==> src/rtl/core/rrg_pkg.sv <==
// Package for the record request gate: request, state and action types,
// action and register codes, and reset values. No dependencies.
`timescale 1ns / 1ps

package rrg_pkg;

	localparam int unsigned TIME_W     = 32;
	localparam int unsigned CFG_W      = 16;
	localparam int unsigned CFG_ADDR_W = 8;
	localparam int unsigned IN_DATA_W  = 40;
	localparam int unsigned OUT_DATA_W = 8;

	typedef logic [1:0] action_t;

	localparam action_t ACT_NONE   = 2'd0;
	localparam action_t ACT_START  = 2'd1;
	localparam action_t ACT_STOP   = 2'd2;
	localparam action_t ACT_CANCEL = 2'd3;

	localparam logic REQ_UPDATE = 1'b0;
	localparam logic REQ_ABORT  = 1'b1;

	localparam logic [CFG_ADDR_W-1:0] CFG_MIN_RECORD = 8'd0;
	localparam logic [CFG_ADDR_W-1:0] CFG_COOLDOWN   = 8'd1;

	localparam logic [CFG_W-1:0] MIN_RECORD_RST = 16'd300;
	localparam logic [CFG_W-1:0] COOLDOWN_RST   = 16'd500;

	typedef struct packed {
		logic              req_type;
		logic              want;
		logic              recog_busy;
		logic              hard_stop;
		logic [TIME_W-1:0] now_ms;
	} gate_req_t;

	typedef struct packed {
		logic              want_before;
		logic              is_recording;
		logic              holding_off;
		logic [TIME_W-1:0] start_time;
		logic [TIME_W-1:0] stop_time;
	} gate_state_t;

	localparam gate_state_t GATE_STATE_RST = '{
		want_before:  1'b0,
		is_recording: 1'b0,
		holding_off:  1'b0,
		start_time:   '0,
		stop_time:    '0
	};

endpackage

==> src/rtl/core/rrg_decide.sv <==
// Decision logic of the record request gate: from the current gate state and
// one request, the action and the next gate state. Depends on rrg_pkg.
`timescale 1ns / 1ps

module rrg_decide import rrg_pkg::*; (
	input  gate_req_t         req,
	input  gate_state_t       state,
	input  logic [CFG_W-1:0]  min_record_ms,
	input  logic [CFG_W-1:0]  cooldown_ms,
	output gate_state_t       state_nxt,
	output action_t           action
);

	logic [TIME_W-1:0] run_time;
	logic [TIME_W-1:0] since_stop;
	logic              rising;
	logic              min_done;
	logic              cooling;

	// Differences wrap modulo 2^32 by plain truncating subtraction.
	assign run_time   = req.now_ms - state.start_time;
	assign since_stop = req.now_ms - state.stop_time;
	assign rising     = req.want & ~state.want_before;
	assign min_done   = run_time >= {{(TIME_W-CFG_W){1'b0}}, min_record_ms};
	// A stop time of zero stands for never stopped.
	assign cooling    = (state.stop_time != '0) &&
	                    (since_stop < {{(TIME_W-CFG_W){1'b0}}, cooldown_ms});

	always_comb begin
		state_nxt = state;
		action    = ACT_NONE;
		if (req.req_type == REQ_ABORT) begin
			state_nxt.is_recording = 1'b0;
			state_nxt.holding_off  = 1'b1;
			state_nxt.stop_time    = req.now_ms;
		end else begin
			state_nxt.want_before = req.want;
			// Hold-off swallows the event until want is seen low.
			if (!(state.holding_off && req.want)) begin
				state_nxt.holding_off = 1'b0;
				if (state.is_recording) begin
					if (req.hard_stop || (!req.want && min_done)) begin
						state_nxt.is_recording = 1'b0;
						state_nxt.stop_time    = req.now_ms;
						state_nxt.holding_off  = req.hard_stop;
						action                 = ACT_STOP;
					end
				end else if (req.want && rising) begin
					if (req.recog_busy) begin
						state_nxt.holding_off = 1'b1;
						action                = ACT_CANCEL;
					end else if (!cooling) begin
						state_nxt.is_recording = 1'b1;
						state_nxt.start_time   = req.now_ms;
						action                 = ACT_START;
					end
				end
			end
		end
	end

endmodule

==> src/rtl/core/record_request_gate_top.sv <==
// Top level of the record request gate: input register, gate state and
// configuration registers, result register. Depends on rrg_pkg, rrg_decide.
`timescale 1ns / 1ps

// The gate takes one event word per clock while the output is not stalled and
// returns exactly one action word per event, via the input and result registers.
// The throughput of one word per cycle is set by the combinational decision path
// from the input register through the gate state to the result register; the
// gate state is updated as the event moves into the result register, so back
// to back events see each other's effect. Configuration writes are taken in
// any cycle and are meant to be made while no event is in flight.
module record_request_gate_top import rrg_pkg::*; (
	input  logic                  clk,
	input  logic                  arst_n,
	input  logic                  s_tvalid,
	output logic                  s_tready,
	input  logic [IN_DATA_W-1:0]  s_tdata,  // want, recog_busy, hard_stop, now_ms[31:0], zero pad
	input  logic                  s_tuser,  // req_type
	output logic                  m_tvalid,
	input  logic                  m_tready,
	output logic [OUT_DATA_W-1:0] m_tdata,  // action[1:0], zero pad
	input  logic                  cfg_valid,
	output logic                  cfg_ready,
	input  logic [CFG_ADDR_W-1:0] cfg_addr,
	input  logic [CFG_W-1:0]      cfg_data
);

	gate_req_t        req_s1;
	logic             valid_s1;
	action_t          action_q;
	logic             out_valid_q;
	gate_state_t      state_q;
	gate_state_t      state_nxt;
	action_t          action_nxt;
	logic [CFG_W-1:0] min_record_q;
	logic [CFG_W-1:0] cooldown_q;
	logic             out_free;
	logic             take_s1;
	logic             in_accept;

	assign out_free  = ~out_valid_q | m_tready;
	assign take_s1   = valid_s1 & out_free;
	assign s_tready  = ~valid_s1 | out_free;
	assign in_accept = s_tvalid & s_tready;
	assign cfg_ready = 1'b1;

	assign m_tvalid = out_valid_q;
	assign m_tdata  = {{(OUT_DATA_W-2){1'b0}}, action_q};

	always_ff @(posedge clk or negedge arst_n) begin
		if (!arst_n) begin
			valid_s1 <= 1'b0;
		end else if (in_accept) begin
			valid_s1 <= 1'b1;
		end else if (take_s1) begin
			valid_s1 <= 1'b0;
		end
	end

	always_ff @(posedge clk) begin
		if (in_accept) begin
			req_s1.req_type   <= s_tuser;
			req_s1.want       <= s_tdata[0];
			req_s1.recog_busy <= s_tdata[1];
			req_s1.hard_stop  <= s_tdata[2];
			req_s1.now_ms     <= s_tdata[TIME_W+2:3];
		end
	end

	rrg_decide u_decide (
		.req           (req_s1),
		.state         (state_q),
		.min_record_ms (min_record_q),
		.cooldown_ms   (cooldown_q),
		.state_nxt     (state_nxt),
		.action        (action_nxt)
	);

	always_ff @(posedge clk or negedge arst_n) begin
		if (!arst_n) begin
			state_q     <= GATE_STATE_RST;
			out_valid_q <= 1'b0;
		end else if (out_free) begin
			out_valid_q <= take_s1;
			if (take_s1) begin
				state_q <= state_nxt;
			end
		end
	end

	always_ff @(posedge clk) begin
		if (take_s1) begin
			action_q <= action_nxt;
		end
	end

	always_ff @(posedge clk or negedge arst_n) begin
		if (!arst_n) begin
			min_record_q <= MIN_RECORD_RST;
			cooldown_q   <= COOLDOWN_RST;
		end else if (cfg_valid) begin
			if (cfg_addr == CFG_MIN_RECORD) begin
				min_record_q <= cfg_data;
			end else if (cfg_addr == CFG_COOLDOWN) begin
				cooldown_q <= cfg_data;
			end
		end
	end

endmodule

==> config.mk <==
export PLATFORM = sky130hd
export DESIGN_NAME = record_request_gate_top
export DESIGN_NICKNAME = d
export VERILOG_FILES = /design/src/rtl/core/rrg_pkg.sv /design/src/rtl/core/rrg_decide.sv /design/src/rtl/core/record_request_gate_top.sv
export SDC_FILE = /design/constraint.sdc
export NUM_CORES = 1
export LEC_CHECK = 0
export BUFFER_PORTS_ARGS = -buffer_cell sky130_fd_sc_hd__buf_2
export CORE_MARGIN = 2
export CORE_UTILIZATION = 40
export CTS_BUF_LIST = sky130_fd_sc_hd__clkbuf_4
export DETAILED_ROUTE_END_ITERATION = 16
export GPL_TIMING_DRIVEN = 0
export PLACE_DENSITY_LB_ADDON = 0.2
export SLEW_MARGIN = 25
export SYNTH_ARGS = -nofsm -noshare
export SYNTH_HDL_FRONTEND = slang
export SYNTH_SLANG_ARGS = --single-unit
==> constraint.sdc <==
create_clock -name clk -period 6.07 [get_ports clk]
set_input_delay 0.607 -clock clk [delete_from_list [all_inputs] [get_ports clk]]
set_output_delay 0.607 -clock clk [all_outputs]
set_load 0.02 [all_outputs]
==> results of run 1 <==
## critical path: stages, from the launching register on
cell and delay [ns]:
edfxtp_1 0.50, inv_1 0.13, ha_1 0.17, inv_1 0.05, fa_1 0.40, a21o_1 0.22, a22oi_1 0.17, a21boi_0 0.15
a21o_1 0.22, a21o_1 0.18, a21oi_1 0.17, xnor2_1 0.14, ha_1 0.24, and4_1 0.16, nand2_1 0.09, o311ai_0 0.17
a2111oi_1 0.37, o2111ai_1 0.17, nor3_1 0.23, o2111ai_1 0.13, or4_1 0.58, buf_2 0.21, or2_1 0.23, buf_6 0.14
buf_6 0.14, a31o_1 0.22
## kinds of logic after synthesis
family | Yosys count | share of synthesized area
compound gates | 364 | 0.234
other cells | 2 | 0.000724
flops | 139 | 0.355
fa+ha+maj | 95 | 0.116
mux | 56 | 0.0599
simple gates | 279 | 0.137
xor+xnor | 37 | 0.0312
buf+inv | 165 | 0.0659
## cell type report
cell class	count	area (µm²)
inverter	109	409
multi-input combinational	838	6050
clock buffer	17	128
tap	330	413
buffer	56	274
timing repair buffer	72	412
clock inverter	15	126
fill	2504	13800
sequential	139	3680
antenna	1	2.50
## flip-flops by register name, indices dropped and copies added, names as in the netlist
register,cells
state_q,67
valid_s1,1
min_record_q,16
action_q,2
req_s1,36
cooldown_q,16
m_tvalid,1
## worst max-delay path by stage
stage,start,to,cells past startpoint
final,req_s1[0],state_q[45],25
after global routing,req_s1[0],state_q[39],25
after CTS,req_s1[2],state_q[24],19
after detailed placement,req_s1[0],state_q[22],19
after global placement,req_s1[0],state_q[29],19
after floorplan,req_s1[0],state_q[34],25
## where the power goes
| part | internal (mW) | total (mW) | switching [mW] | leakage, nW |
|---|---|---|---|---|
| clock | 0.178 | 0.572 | 0.394 | 0.150 |
| sequential | 1.15 | 1.28 | 0.130 | 1.52 |
| combinational | 1.01 | 2.46 | 1.44 | 3.40 |
## layer usage
metal | share of wire | track usage
met1 | 0.48 | 0.299
met2 | 0.47 | 0.336
met3 | 0.030 | 0.0276
met5 | 0 | 0
met4 | 0.020 | 0.0640
## synth_stat cells (4+ instances only)
cell type / count
o211ai_1: 10
nor3b_1: 5
a22oi_1: 4
inv_1: 109
a21o_1: 23
nand3b_1: 6
mux2i_1: 7
mux2_2: 46
nand4_1: 15
ha_1: 93
a21boi_0: 5
nor2_1: 47
nor3_1: 19
a211oi_1: 13
or4_1: 4
dfstp_2: 10
nand3_1: 19
o31ai_1: 32
a31o_1: 32
and2_1: 7
o21bai_1: 8
a21oi_1: 82
o21ai_0: 95
and3_1: 8
clkbuf_1: 37
xor2_1: 15
buf_2: 6
nand2_1: 83
xnor2_1: 22
nor2b_1: 6
nor4_1: 14
dfrtp_1: 91
edfxtp_1: 38
o21a_1: 8
or3_1: 11
a2111oi_0: 4
nand2b_1: 18
or2_2: 4
buf_6: 4
a31o_2: 4
o2111ai_1: 6
buf_4: 7
## what timing repair did
item | CTS | global route
gates resized for setup | 2 | 5
setup endpoints to repair | 30 | 59
hold buffers | 1 | 0
buffers inserted | 0 | 1
endpoints found under the hold margin | 22 | 0
## metrics by stage
stage	hold slack (ns)	TNS [ns]	cell area (µm²)
after global routing	0.168	0	11500
final	0.199	0	11500
after global placement	0.479	-7.83	11100
after CTS	0.169	0	11500
after detailed placement	0.490	-5.95	11200
after floorplan	0.311	0	10400
==> summary.log, run 1 <==
qor: timing.finalMaxSlewViolations 0
qor: logic_synthesis.synth.top_cells.by_area dfrtp_1 (22%), ha_1 (11%), edfxtp_1 (11%), mux2_2 (5.0%), o21ai_0 (4.6%)
qor: logic_synthesis.synth_warnings 0
qor: clocking.clock_sinks 139
qor: finish.drive_gt1_frac 0.157
qor: setup_path.timing.reg2reg.setup_slack 0.38 ns
qor: logic_synthesis.seq_area_frac_synth 0.355
qor: floorplanning.floorplan.core_area 25300 µm²
qor: timing.fin_skew 0.0312 ns
qor: floorplanning.die_area 27200 µm²
qor: setup_path.worstReg2RegEnd state_q[45]
qor: global_route.number_of_antenna_violations_at_the_first_check_in_global_routing 1
qor: setup_path.worst-setup-path-type flip-flop to flip-flop
qor: place.placement.io_buffers 68
qor: outcome.status finished, final reports clean
qor: hold_path.worst_hold_path_type input pin to flip-flop
qor: timing.final_period_utilization 0.937
qor: clocking.tritoncts.num_buffers 17
qor: timing.timing.slew.headroom 0.537
qor: global_route.gr-usage-all-layers 0.211
qor: logic_synthesis.synth-main-ff-cell dfrtp_1
qor: finish.design.final.nets 1398
qor: floorplanning.io_pins 81
qor: logic_synthesis.synth_top_cell_by_area dfrtp_1
qor: timing.clock.fmax 176 MHz
qor: detailed_routing.wl_per_cell 17.7 µm
qor: timing.setup_ws 0.383 ns
qor: floorplanning.floorplan.initialDensity 0.410
qor: detailed_routing.num_vias 8751
qor: floorplanning.die_w 165 µm
qor: clocking.clock_path_buffers 2
qor: timing.setup_viol_count_final 0
qor: power_and_ir_drop.report.power.total 4.31 mW
qor: logic_synthesis.synthCells 1137
qor: logic_synthesis.synth-edff-count 38
qor: place.dpl.cell_count 1542
qor: logic_synthesis.syn_area_per_cell 9.12 µm²
qor: floorplanning.placement_row_count 58
qor: clocking.ctsRootBufferMaster clkbuf_4
qor: detailed_routing.routed_wirelength 27.9 mm
qor: setup_path.r2r_start req_s1[0]
qor: power_and_ir_drop.cellPowerDensity 375 nW/µm²
qor: run.max_cap_violations 0
qor: finish.mostFrequentLayoutCells inv_1 (109), o21ai_0 (93), ha_1 (93)
qor: clocking.cts_htree_levels 4
qor: finish.final_cell_count_no_fill 1577
qor: timing.timing_hold_violations_final 0
qor: detailed_routing.detailedRoute.firstIterationViolations 581
qor: power_and_ir_drop.peakVddDrop 0.000128 V
qor: setup_path.number_of_cells_on_the_worst_reg_to_reg_path 25
qor: logic_synthesis.async_flop_share 0.727
qor: setup_path.timing.critical_path.arrival 6.15 ns
qor: global_route.grt_max_degree 70
qor: clocking.path_clk_slew 0.14 ns
qor: finish.syn_to_final_growth 10.8%
qor: finish.fin_util 0.454
qor: global_route.grt_remaining_overflow 0
qor: floorplanning.dieHeight 165 µm
qor: detailed_routing.detail-route-antenna-nets 0
qor: hold_path.timing.hold.worst_endpoint req_s1[1]
qor: place.place_ws -0.233 ns
qor: clocking.tritoncts built
qor: clocking.clk_latency 0.58 ns
qor: setup_path.crit_required 6.53 ns
qor: setup_path.crit_path_start_kind flip-flop
qor: hold_path.worstHoldStart s_tdata[4]
qor: setup_path.nature_of_the_critical_path_endpoint flip-flop
qor: timing.setup_repair_after_global_routing_missed_its_margin no
qor: setup_path.path_max_fanout 10
qor: timing.timing_worst_slew_pin_value 0.689 ns
qor: global_route.grt_pass1_wl 44.5 mm
qor: logic_synthesis.post-synth-top-area-fraction 0.220
qor: logic_synthesis.synth_cell_types 75
qor: logic_synthesis.mappedNetlistArea 10400 µm²
qor: place.dp_hpwl 22.4 mm
qor: hold_path.hold-path-cell-count 1
qor: detailed_routing.post-route-drc-count 0
qor: logic_synthesis.yosys_register_bits 139
qor: detailed_routing.drt_pass1_iterations 4
qor: global_route.number_of_global_route_vias_before_repair 8319
qor: power_and_ir_drop.power.leakage 5.07 nW
qor: finish.leading_cell_type_in_the_layout_fill_and_taps_excluded inv_1
qor: place.globalplace.congestion 0.893
qor: detailed_routing.via_density_per_instance 5.55
qor: timing.period_minus_slack 5.69 ns
(Power assumes the default switching activity.)
==> run 2, diff against run 1 <==
--- a/config.mk
+++ b/config.mk
@@ -11,6 +11,7 @@
 export CTS_BUF_LIST = sky130_fd_sc_hd__clkbuf_4
 export DETAILED_ROUTE_END_ITERATION = 16
 export GPL_TIMING_DRIVEN = 0
+export MAX_ROUTING_LAYER = met4
 export PLACE_DENSITY_LB_ADDON = 0.2
 export SLEW_MARGIN = 25
 export SYNTH_ARGS = -nofsm -noshare
==> constraint.sdc (replaced) <==
create_clock -name clk -period 6.29 [get_ports clk]
set_input_delay 0.629 -clock clk [delete_from_list [all_inputs] [get_ports clk]]
set_output_delay 0.629 -clock clk [all_outputs]
set_load 0.02 [all_outputs]
==> run 2 against run 1 <==
Compared with the run above:
- non-clock buffer count fell by 1
- maximum frequency is 1.2% lower
- sequential cell count stayed put
- clock skew down 0.0044 ns
- sequential power decreased by 3%
- via count fell by 0.14%
- global-route usage increased by 0.66 points
- cell count is essentially flat
==> summary.log, run 2 (synthesis results as in run 1) <==
qor: outcome.status finished, final reports clean
qor: place.dpl_cell_area 11200 µm² [unchanged]
qor: finish.top_regs state_q: 67 flops, req_s1: 36 flops
qor: setup_path.crit_required 6.74 ns [+0.21 ns]
qor: setup_path.worst-setup-path-type flip-flop to flip-flop
qor: hold_path.timing.hold.worst_endpoint req_s1[34]
qor: floorplanning.placement_row_count 58 [unchanged]
qor: global_route.grt_max_degree 70 [unchanged]
qor: clocking.clock_sinks 139 [unchanged]
qor: global_route.grt_pass1_wl 44.5 mm [+0.14%]
qor: hold_path.worstHoldStart s_tdata[0]
qor: finish.largest_register state_q
qor: finish.largest_register_ffs 67 [unchanged]
qor: setup_path.number_of_cells_on_the_worst_reg_to_reg_path 19 [-24%]
qor: timing.finalMaxSlewViolations 0 [unchanged]
qor: timing.setup_viol_count_final 0 [unchanged]
qor: detailed_routing.wl_per_cell 17.7 µm [about the same]
qor: clocking.cts_htree_levels 4 [unchanged]
qor: detailed_routing.post-route-drc-count 0 [unchanged]
qor: timing.setup-tns-final 0 ns [unchanged]
qor: clocking.cts.repair_timing.setup_buffer_count 0 [unchanged]
qor: clocking.ctsRootBufferMaster clkbuf_4
qor: global_route.number_of_antenna_violations_at_the_first_check_in_global_routing 1 [unchanged]
qor: setup_path.r2r_start req_s1[3]
qor: finish.multiInputGateArea 6040 µm² [-0.19%]
qor: floorplanning.die_w 165 µm [unchanged]
qor: setup_path.crit_path_start_kind flip-flop
qor: finish.fin_util 0.453 [-0.000741]
qor: floorplanning.io_pins 81 [unchanged]
qor: timing.timing.slew.headroom 0.524 [-0.0129]
qor: finish.leading_cell_type_in_the_layout_fill_and_taps_excluded inv_1
qor: hold_path.worst_hold_path_type input pin to flip-flop
qor: finish.n_fill_cell 2501 [-0.12%]
qor: clocking.clock_path_buffers 2 [unchanged]
qor: timing.timing_hold_violations_final 0 [unchanged]
qor: power_and_ir_drop.cellPowerDensity 361 nW/µm² [-3.7%]
qor: setup_path.timing.critical_path.arrival 6.20 ns [+0.05 ns]
qor: timing.setup_repair_after_global_routing_missed_its_margin no
qor: finish.total_area_of_sequential_cells 3680 µm² [unchanged]
qor: detailed_routing.routed_wirelength 27.8 mm [about the same]
qor: timing.clock.fmax 174 MHz [-1.2%]
qor: setup_path.worstReg2RegEnd state_q[23]
qor: place.placement.io_buffers 68 [unchanged]
qor: clocking.clk_latency 0.57 ns [about the same]
qor: finish.drive_gt1_frac 0.156 [-0.000678]
qor: setup_path.timing.critical_path.from req_s1[3]
qor: setup_path.path_max_fanout 10 [unchanged]
qor: run.max_cap_violations 0 [unchanged]
qor: power_and_ir_drop.peakVddDrop 0.000123 V [-4.1%]
qor: power_and_ir_drop.power.leakage 5.05 nW [-0.24%]
qor: timing.final_period_utilization 0.915 [-0.0214]
qor: detailed_routing.drt_pass1_iterations 5 [+1]
qor: detailed_routing.detailedRoute.firstIterationViolations 636 [+9.5%]
qor: floorplanning.floorplan.initialDensity 0.410 [unchanged]
qor: global_route.grt_remaining_overflow 0 [unchanged]
qor: timing.period_minus_slack 5.76 ns [+0.0715 ns]
qor: timing.fin_skew 0.0268 ns [-0.00445 ns]
qor: floorplanning.dieHeight 165 µm [unchanged]
qor: global_route.number_of_global_route_vias_before_repair 8323 [+0.048%]
qor: setup_path.timing.reg2reg.setup_slack 0.53 ns [+0.15 ns]
qor: global_route.gr-usage-all-layers 0.218 [+0.00660]
qor: floorplanning.die_area 27200 µm² [unchanged]
qor: finish.final_design_area_no_fill 11500 µm² [-0.16%]
qor: timing.timing_worst_slew_pin_value 0.708 ns [+0.0192 ns]
qor: clocking.tritoncts built
qor: detailed_routing.via_density_per_instance 5.55 [about the same]
qor: floorplanning.floorplan.core_area 25300 µm² [unchanged]
qor: clocking.tritoncts.num_buffers 17 [unchanged]
qor: finish.syn_to_final_growth 10.6%
qor: hold_path.hold-path-cell-count 1 [unchanged]
qor: detailed_routing.num_vias 8739 [-0.14%]
qor: place.globalplace.congestion 0.908 [+1.7%]
qor: detailed_routing.detail-route-antenna-nets 0 [unchanged]
qor: place.dp_hpwl 22.4 mm [unchanged]
qor: finish.mostFrequentLayoutCells inv_1 (109), o21ai_0 (94), ha_1 (93)
qor: setup_path.nature_of_the_critical_path_endpoint flip-flop
qor: finish.design.final.nets 1397 [-0.072%]
qor: clocking.path_clk_slew 0.14 ns [about the same]
run 2: changes by cell type in the layout (fill, tap and decap cells not counted), sizes merged:
| cell | before | now |
|---|---|---|
| buf | 90 | 89 |
run 2: layout make-up:
cell class / count / share of cell area
Multi-Input combinational cell: 838 / 0.526
Sequential cell: 139 / 0.321
Tap cell: 330 / 0.0360
Inverter: 109 / 0.0357
Timing Repair Buffer: 71 / 0.0352
Buffer: 56 / 0.0239
Clock buffer: 17 / 0.0111
Clock inverter: 15 / 0.0110
Antenna cell: 1 / 0.000218
run 2: layer usage:
layer | part of all wire | GRT usage | vias up
met4 | 0.019 | 0.0632 | 0
li1 | - | - | 4374
met2 | 0.47 | 0.335 | 161
met1 | 0.48 | 0.302 | 4174
met5 | 0 | - | -
met3 | 0.032 | 0.0266 | 30
run 2: worst max path at each step:
stage                  end  slack [ns]  cells past startpoint
2_1_floorplan  state_q[34]        1.45                     25
3_3_place_gp   state_q[29]       -0.08                     19
3_5_place_dp   state_q[22]       -0.01                     19
4_1_cts        state_q[24]        0.15                     19
5_1_grt        state_q[24]         0.1                     19
6_report       state_q[23]        0.53                     19
run 2: timing repair:
item                                   4_1_cts  5_1_grt
setup endpoints to repair                   24       30
gates cloned                                 0        0
endpoints found under the hold margin       22        0
resized for setup                            1        2
hold buffers                                 1        0
run 2: power by group:
group | switching, mW | internal (mW) | leakage, nW
logic | 1.38 | 0.977 | 3.38
clock network | 0.377 | 0.172 | 0.150
registers | 0.125 | 1.11 | 1.52
total | 1.89 | 2.26 | 5.05
run 2: stage by stage:
stage                     std cells  hold slack [ns]  total power [mW]  setup slack [ns]
after floorplan                1142            0.333              3.03              1.45
after global placement         1540            0.479              3.55           -0.0753
after detailed placement       1542            0.490              3.60           -0.0125
after CTS                      1575            0.191              4.16             0.150
after global routing           1576            0.186              4.55            0.0954
final                          1576            0.231              4.15             0.532
run 2: worst max-delay path, cell delays in order, from the launching register on:
cell	delay [ns]
edfxtp_1	0.51
ha_1	0.41
o211ai_1	0.10
a21oi_1	0.29
o21ai_0	0.28
and2_1	0.25
o21ai_0	0.30
a21oi_1	0.14
xnor2_1	0.21
ha_1	0.29
nand4_1	0.14
a21oi_1	0.07
a2111oi_1	0.46
o21ai_0	0.16
a2111oi_0	0.38
nand4_1	0.19
nor4_2	0.42
a31o_2	0.34
buf_2	0.31
mux2_2	0.37
